### config.mk
export PLATFORM = sky130hd
export DESIGN_NAME = ctab_cell
export DESIGN_NICKNAME = d
export VERILOG_FILES = /design/src/design/ctab_pkg.sv /design/src/design/ctab_cell.sv
export SDC_FILE = /design/constraint.sdc
export NUM_CORES = 1
export LEC_CHECK = 0
export ABC_CLOCK_PERIOD_IN_PS = 30700
export BUFFER_PORTS_ARGS = -buffer_cell sky130_fd_sc_hd__buf_4
export CAP_MARGIN = 20
export CORE_UTILIZATION = 60
export CTS_BUF_LIST = sky130_fd_sc_hd__clkbuf_4 sky130_fd_sc_hd__clkbuf_8
export CTS_CLUSTER_DIAMETER = 50
export DETAILED_ROUTE_END_ITERATION = 8
export MAX_ROUTING_LAYER = met4
export PLACE_DENSITY = 0.8
export SYNTH_ARGS = -nofsm -noshare
export SYNTH_HDL_FRONTEND = slang
export SYNTH_SLANG_ARGS = --single-unit
### constraint.sdc
create_clock -name clk -period 30.7 [get_ports clk]
set_clock_uncertainty 0.05 [all_clocks]
set_input_delay 9.21 -clock clk [delete_from_list [all_inputs] [get_ports clk]]
set_output_delay 9.21 -clock clk [all_outputs]
set_load 0.02 [all_outputs]
### src/design/ctab_pkg.sv
// Shared types and codes for the time advance barrier.
package ctab_pkg;

  localparam int TIME_W = 63;

  localparam logic [1:0] MODE_REG   = 2'd0;
  localparam logic [1:0] MODE_UNREG = 2'd1;
  localparam logic [1:0] MODE_ADV   = 2'd2;
  localparam logic [1:0] MODE_CLEAR = 2'd3;

  localparam logic [1:0] KIND_ACCEPT = 2'd0;
  localparam logic [1:0] KIND_REJECT = 2'd1;
  localparam logic [1:0] KIND_GRANT  = 2'd2;

  localparam logic [3:0] MAX_GRANTS = 4'd8;

  // Command broadcast to every cell on the accept cycle
  typedef struct packed {
    logic              load;
    logic [1:0]        mode;
    logic [TIME_W-1:0] req_time;
    logic              any_active;
  } cmd_t;

  // Per-cell status seen by the command decision
  typedef struct packed {
    logic active;
    logic adv_ok;
  } cell_stat_t;

  // Minimum-search token passed along the chain
  typedef struct packed {
    logic              valid;
    logic              any;
    logic              all;
    logic [TIME_W-1:0] least;
  } token_t;

endpackage

### src/design/ctab_cell.sv
// One client cell: active flag, shifting request queue and a stage of the min chain.
module ctab_cell #(
  parameter int QUEUE_DEPTH = 8
) (
  input  logic                           clk,
  input  logic                           rst,
  input  ctab_pkg::cmd_t                 cmd,
  input  logic                           sel,
  input  logic [ctab_pkg::TIME_W-1:0]    now_time,
  input  logic                           drop_en,
  input  ctab_pkg::token_t               tok_in,
  output ctab_pkg::token_t               tok_out,
  output ctab_pkg::cell_stat_t           stat,
  output logic                           drop_req
);
  import ctab_pkg::*;

  localparam int CNTW = $clog2(QUEUE_DEPTH + 1);
  localparam int IW   = (QUEUE_DEPTH > 1) ? $clog2(QUEUE_DEPTH) : 1;

  logic              active;
  logic [CNTW-1:0]   count;
  logic [TIME_W-1:0] q [QUEUE_DEPTH];
  logic [TIME_W-1:0] tail_time;

  logic [CNTW-1:0]   cnt_eff;
  logic [TIME_W-1:0] bound;
  logic              full;
  token_t            tok_next;

  // Acceptance of an advance request against this queue
  always_comb begin
    cnt_eff  = active ? count : '0;
    bound    = (cnt_eff == '0) ? now_time : tail_time;
    full     = (cnt_eff == CNTW'(QUEUE_DEPTH));
    stat.active = active;
    stat.adv_ok = (cmd.req_time > bound) && !full;
    drop_req = active && (count != '0) && (q[0] <= now_time);
  end

  // Update flag and queue from commands and drops
  always_ff @(posedge clk) begin
    if (rst) begin
      active <= 1'b0;
      count  <= '0;
    end else if (cmd.load) begin
      if (cmd.mode == MODE_CLEAR) begin
        count <= '0;
      end else if (sel) begin
        case (cmd.mode)
          MODE_REG: begin
            if (!active) begin
              active <= 1'b1;
              count  <= '0;
            end
          end
          MODE_UNREG: begin
            if (active) begin
              active <= 1'b0;
              count  <= '0;
            end
          end
          MODE_ADV: begin
            if (cmd.any_active) begin
              active <= 1'b1;
              if (stat.adv_ok) begin
                count <= cnt_eff + 1'b1;
              end else begin
                count <= cnt_eff;
              end
            end
          end
          default: begin
          end
        endcase
      end
    end else if (drop_en && drop_req) begin
      count <= count - 1'b1;
    end
  end

  // Queue payload: write at the tail, shift toward the head on a drop
  always_ff @(posedge clk) begin
    if (cmd.load && sel && cmd.mode == MODE_ADV && cmd.any_active && stat.adv_ok) begin
      q[cnt_eff[IW-1:0]] <= cmd.req_time;
      tail_time          <= cmd.req_time;
    end else if (!cmd.load && drop_en && drop_req) begin
      for (int k = 0; k < QUEUE_DEPTH - 1; k++) begin
        q[k] <= q[k+1];
      end
    end
  end

  // Fold this queue head into the passing token
  always_comb begin
    tok_next = tok_in;
    if (active) begin
      if (count == '0) begin
        tok_next.all = 1'b0;
      end else begin
        tok_next.any = 1'b1;
        if (!tok_in.any || q[0] < tok_in.least) begin
          tok_next.least = q[0];
        end
      end
    end
  end

  // Advance the token one stage
  always_ff @(posedge clk) begin
    if (rst) begin
      tok_out.valid <= 1'b0;
    end else begin
      tok_out.valid <= tok_next.valid;
    end
    tok_out.any   <= tok_next.any;
    tok_out.all   <= tok_next.all;
    tok_out.least <= tok_next.least;
  end

endmodule

# Word level (Yosys, flattened, before mapping)
# Memory sizes are Yosys's and may differ from the RTL's.
# Index checks and enable logic that the tools add are counted.
# classes
addsub	2
multipliers	0
div	0
n_lt_le_gt_ge	3
eq_ne	9
n_shift	0
muxes	25
n_bitwise	1
n_reduce_logical	23
# ops
op	n
$mux 63	4
$mux 65	1
$gt 63x63->1	1
$le 63x63->1	1
$lt 63x63->1	1
$reduce_or 63->1	1
$mux 4	8
$pmux 4 s3	1
$logic_and 1x1->1	10
$reduce_and 5->1	2
$mux 1	9
$logic_not 4->1	2
$ne 4x4->1 const B	2
$ne 5x1->1 const B	1
$add 4x1->4 const B	1
$eq 2x2->1 const B	2
$eq 4x4->1 const B	1
$reduce_bool 4->1	1
$sub 4x1->4 const B	1
$logic_not 1->1	3
$mux 3	1
$ne 3x1->1 const B	1
$pmux 1 s3	1
$reduce_bool 3->1	1
6 further kinds	6
# totals
register_bits	134
latch_bits	0
ram_bits	504
rom_bits	0
output_inout_bits	69
elab_cells	71
n_memories	1
# memory_table
memory	depth	width	read_ports	rd_ports_with_merged_regs	write_ports	line	source
q	8	63	8	0	7	ctab_cell.sv:23	logic [TIME_W-1:0] q [QUEUE_DEPTH];

# Logic depth before layout (Yosys ltp)
# Gate-level depths: netlist (run 1).
# depth
word_depth	11
ltp_mapped	18

# Worst setup path before layout (run 1)
# OpenSTA, ideal clock, no wires.
# synth_timing
path_kind	input to register
from	in now_time[62] (netlist name)
to	mem q[3][0], enable pin
t_arrival_ns	21.037
t_required_ns	30.073
setup_slack_ns	9.036
path_stages	12
cell_sequence	inv_1 -> nor2_1 -> a21oi_1 -> ha_1 -> nand4_1 -> nor4_1 -> nand4_1 -> a211oi_1 -> nor4b_2 -> nor3b_1 -> nand2_1 -> o31ai_1
# synth_rtl
element	line	source
start: declaration	ctab_cell.sv:9	input logic [ctab_pkg::TIME_W-1:0] now_time,
end: declaration	ctab_cell.sv:23	

==> results.yml, run 1 <==
outcome:
  status: "complete, no violations"
critical_path:
  critical_path_class: "in2out"
  arrival_ns: 12.40
  slowest_delay_ns: 0.92
  crit_fanout: 6
  path_cells: "buf_4 > inv_1 > nor2_1 > a21oi_1 > ha_1 > a21oi_1 > o21ai_1 > a2111oi_0 > a211oi_1 > nor4b_2 > nor2b_1 > buf_4"
  endpoint_kind: "output port"
  slowest_stage: "a2111oi_0"
  path_buf_inv: 3
  cp_top_family: "compound AO/OA/AOI/OAI gates"
  required_ns: 21.44
  cp-start-kind: "input port"
synthesis:
  syn-mean-instance-area_um2: 12.5
  async_reset_ff_frac: 0
  ys_ff_latch: 638
  yosys-top-cells-count: "edfxtp_1, a21o_1, ha_1"
  ys.flop_type: "edfxtp_1"
  yosys.cell_count.top_type: "edfxtp_1"
  synth_cells: 2509
  synth-edff-count: 567
  yosys-top-cells-area: "edfxtp_1, a21o_1, ha_1"
  seq_area_frac_synth: 0.590
  synth.top_cell.area_share: 0.544
  synth_area_um2: 31300
  ys_warn_count: 0
  synth_top_cell_by_area: "edfxtp_1"
  synth.distinct_cells: 63
  syn_nets: 2906
timing:
  fmax_mhz: 46.2
  slew_violations: 0
  finalCritPeriodShare: 0.706
  fin_ws_ns: 9.04
  hold_viol: 0
  min_period_ns: 21.66
  relSlewSlack: 0.264
  rsz0062_at_grt: "false"
  setup_violations: 0
  finalSetupTns_ns: 0
  worst_pin_slew_ns: 1.10
global_route:
  grt_pass1_vias: 20600
  antenna_found_initial: 6
  grt_start_max_net_pins: 221
  grt_pass1_wl_um: 116000
  track_usage: 0.294
  grt_overflow_total: 0
floorplan:
  ioPinCount: 269
  initial_core_util: 0.608
  dieArea_um2: 53000
  num_rows: 83
  die_h_um: 230
  die_w_um: 230
  core_area_um2: 51400
place:
  gp_congestion: 0.918
  dp_slack_ns: 9.22
  dp.final_hpwl_um: 50600
  io_buffers: 268
  numPlacedInstances: 3278
  dpl-instance-area_um2: 33300
detailed_routing:
  routed_via_density: 6.13
  first_iter_violations: 2407
  drc_errors: 0
  drt_pass1_iterations: 6
  wl_per_cell_um: 21.7
  routed_wl_um: 75500
  vias: 21300
  antenna_left: 0
clocking:
  post_cts_buffers: 0
  cts_hold_buffers: 0
  htree_levels: 3
  cts_max_path_buffers: 3
  clk_pin_slew_ns: 0.06
  numClockSinks: 638
  cts_root_buf: "clkbuf_8"
  cts_tree: "done"
  post_cts_resized: 0
  clock_latency_ns: 0.70
  cts_inserted_buffers: 102
power:
  ir_drop_mv: 0.0434
  p_per_area_nw_per_um2: 54.5
  power_leakage_nw: 15.3
  power_mw: 1.94
layout:
  fin_area_um2: 35600
  stdcell_count: 3478
  area_growth_pct: 13.7
  final_layout_size_suffix_gt1_frac: 0.191
  nets: 3100
hold_path:
  min_path_type: "reg2reg"
run:
  cap_violations: 0
state kept, by name (all words and copies together) (netlist names):
register,cells
active,1
tok_out,66
tail_time,63
count,4
q,504
where the power goes:
| group | internal [mW] | switching (mW) |
|---|---|---|
| registers | 0.963 | 0.00732 |
| clock network | 0.426 | 0.342 |
| logic | 0.0887 | 0.111 |
| total | 1.48 | 0.461 |
worst paths after layout:
kind	from	end	slack, ns	cells after the start
worst max register to register	active	q[7][3]	22.56	16
worst min-delay path	q[1][29]	q[0][29]	0.44	1
worst max-delay path	now_time[14]	stat[0]	9.04	12
worst min register to register	q[1][29]	q[0][29]	0.44	1
layout by cell type, fill, tap and decap left out, drive strengths merged, types with 5 or more instances in the layout:
cell type and n:
a2111oi 5, a211oi 8, a21o 459, a21oi 125
a221oi 6, and3 6, buf 287, bufinv 8
clkbuf 134, clkinv 45, dfxtp 71, diode 6
edfxtp 567, ha 197, inv 150, nand2 128
nand2b 7, nand3 23, nand3b 64, nand4 99
nor2 97, nor2b 68, nor3 12, nor4 6
o211ai 68, o21a 6, o21ai 35, o221a 62
cell families (layout without fill, tap and decap cells):
family          count (synthesis)  count (layout)  synth area share
simple gates                  523             523            0.0887
buf+inv                       342             625            0.0518
mux                             4               4           0.00136
flops                         638             638             0.590
other cells                     0               6                 0
compound gates                803             803             0.189
fa+ha+maj                     197             197            0.0788
xor+xnor                        2               2          0.000560
area by class of cell:
class,instances,area [um2]
Timing Repair Buffer,287,2200
Multi-Input combinational cell,1529,11300
Sequential cell,638,18400
Inverter,145,544
Clock inverter,59,509
Fill cell,3541,15900
Tap cell,680,851
Clock buffer,134,1670
Antenna cell,6,15.0
per-layer routing:
metal / vias to the layer above / wire length [um] / global-route usage
li1: 9865 / - / -
met1: 10400 / 31800 / 0.404
met5: - / 0 / -
met4: 0 / 2260 / 0.110
met2: 886 / 35100 / 0.442
met3: 149 / 6350 / 0.0448
metrics by stage:
stage                util  hold slack (ns)
floorplan               -            0.442
global placement    0.648            0.446
detailed placement  0.648            0.453
CTS                 0.691            0.446
global route        0.692            0.463
finish              0.692            0.441
No activity file was read; power rests on OpenSTA's default activity.
==> inputs of run 2 (changes only) <==
--- a/config.mk
+++ b/config.mk
@@ -5,7 +5,7 @@
 export SDC_FILE = /design/constraint.sdc
 export NUM_CORES = 1
 export LEC_CHECK = 0
-export ABC_CLOCK_PERIOD_IN_PS = 30700
+export ABC_CLOCK_PERIOD_IN_PS = 21900
 export BUFFER_PORTS_ARGS = -buffer_cell sky130_fd_sc_hd__buf_4
 export CAP_MARGIN = 20
 export CORE_UTILIZATION = 60
==> constraint.sdc (replaced) <==
create_clock -name clk -period 21.9 [get_ports clk]
set_clock_uncertainty 0.05 [all_clocks]
set_input_delay 6.57 -clock clk [delete_from_list [all_inputs] [get_ports clk]]
set_output_delay 6.57 -clock clk [all_outputs]
set_load 0.02 [all_outputs]
==> results.yml, run 2 (synthesized netlist as in run 1, its figures left out) <==
place:
  io_buffers: 268
  dp_slack_ns: 5.70
  dp.final_hpwl_um: 50200
  gp_congestion: 0.922
  numPlacedInstances: 3279
layout:
  nets: 3100
  final_layout_size_suffix_gt1_frac: 0.192
  stdcell_count: 3469
  largest_reg_flops: 504
  final_cell_mix: "edfxtp_1, a21o_1, buf_4, ha_1, inv_1"
  fillers: 3582
  area_growth_pct: 13.5
  layout_commonest_cell: "edfxtp_1"
  top_register: "q"
  top_regs: "q (504), tok_out (66), tail_time (63)"
critical_path:
  slowest_stage: "a2111oi_0"
  path_cells: "buf_4 > inv_1 > nor2_1 > a21oi_1 > ha_1 > a21oi_1 > o21ai_1 > a2111oi_0 > a211oi_1 > nor4b_2 > nor2b_1 > buf_4"
  crit_fanout: 6
  cp-start-kind: "input port"
  arrival_ns: 9.62
  endpoint_kind: "output port"
  required_ns: 15.28
  slowest_delay_ns: 0.95
  path_buf_inv: 3
  critical_path_class: "in2out"
  cp_top_family: "compound AO/OA/AOI/OAI gates"
power:
  ir_drop_mv: 0.0480
  power_leakage_nw: 15.3
  power_mw: 2.69
  p_per_area_nw_per_um2: 75.9
floorplan:
  ioPinCount: 269
  num_rows: 83
  die_h_um: 230
  core_area_um2: 51400
  initial_core_util: 0.608
  dieArea_um2: 53000
  die_w_um: 230
timing:
  finalCritPeriodShare: 0.741
  worst_pin_slew_ns: 1.08
  min_period_ns: 16.24
  setup_violations: 0
  fmax_mhz: 61.6
  hold_viol: 0
  rsz0062_at_grt: "false"
  hold_ws_ns: 0.456
  slew_violations: 0
  relSlewSlack: 0.261
  finalSetupTns_ns: 0
  fin_ws_ns: 5.66
run:
  cap_violations: 0
hold_path:
  min_path_type: "reg2reg"
global_route:
  grt_pass1_wl_um: 114000
  antenna_found_initial: 1
  grt_pass1_vias: 20900
  track_usage: 0.289
  grt_overflow_total: 0
  grt_start_max_net_pins: 217
detailed_routing:
  vias: 21300
  routed_via_density: 6.14
  wl_per_cell_um: 21.4
  drc_errors: 0
  first_iter_violations: 2142
  drt_pass1_iterations: 5
  antenna_left: 0
  routed_wl_um: 74300
clocking:
  cts_hold_buffers: 0
  cts_root_buf: "clkbuf_8"
  cts_tree: "done"
  clock_latency_ns: 0.70
  cts_max_path_buffers: 3
  cts_inserted_buffers: 102
  post_cts_resized: 0
  numClockSinks: 638
  htree_levels: 3
  post_cts_buffers: 0
  clk_pin_slew_ns: 0.06
outcome:
  status: "complete, no violations"
==> run 2: cell types whose count changed in the layout (fill, tap and decap cells not counted), sizes merged <==
cell | previous run | this run
bufinv | 8 | 6
clkbuf | 134 | 144
clkinv | 45 | 31
clkinvlp | 1 | 3
diode | 6 | 3
inv | 150 | 148
==> run 2: metal layers <==
| layer | GRT usage | wire length [um] |
|---|---|---|
| met1 | 0.387 | 32000 |
| met2 | 0.442 | 34100 |
| met3 | 0.0513 | 6070 |
| met4 | 0.108 | 2090 |
| met5 | - | 0 |
==> run 2: where the power goes <==
group / total, mW / internal [mW] / switching (mW)
clock: 1.05 / 0.589 / 0.465
sequential: 1.36 / 1.35 / 0.0102
combinational: 0.279 / 0.124 / 0.155
total: 2.69 / 2.06 / 0.631
==> run 2: worst reg2reg max path, stage by stage (launching register included) <==
cell	delay [ns]
dfxtp_1	0.77
nand2_1	0.44
ha_1	0.37
nand2_4	0.45
buf_4	0.74
a21oi_1	0.21
ha_1	0.36
nand4_1	0.22
nor4_1	0.51
buf_4	0.26
nand2_1	0.07
o2111ai_1	0.43
nor4b_2	0.17
nor3b_2	0.22
buf_4	0.81
nand2_1	0.48
o21ai_4	0.56
buf_4	0.78
==> run 2: area by class of cell <==
class	instances	area [um2]	share of cell area
flip-flops and latches	638	18400	0.520
clock inverters	43	373	0.0105
multi-input cells	1529	11300	0.319
inverters	145	544	0.0153
diodes	3	7.51	0.000212
repair buffers	287	2180	0.0614
clock buffers	144	1760	0.0495
well taps	680	851	0.0240
==> run 2: metrics by stage <==
| step | area (um2) | utilization |
|---|---|---|
| final | 35500 | 0.690 |
| after floorplan | 31300 | - |
| after detailed placement | 33300 | 0.649 |
| after global routing | 35500 | 0.690 |
| after CTS | 35500 | 0.690 |
| after global placement | 33300 | 0.648 |
==> run 2: path summary, 6_finish.rpt <==
check	from	endpoint	slack, ns	cells past startpoint
max	now_time[12]	stat[0]	5.66	12
min	q[1][41]	q[0][41]	0.46	1
max reg2reg	active	q[5][52]	13.57	17
min reg2reg	q[1][41]	q[0][41]	0.46	1
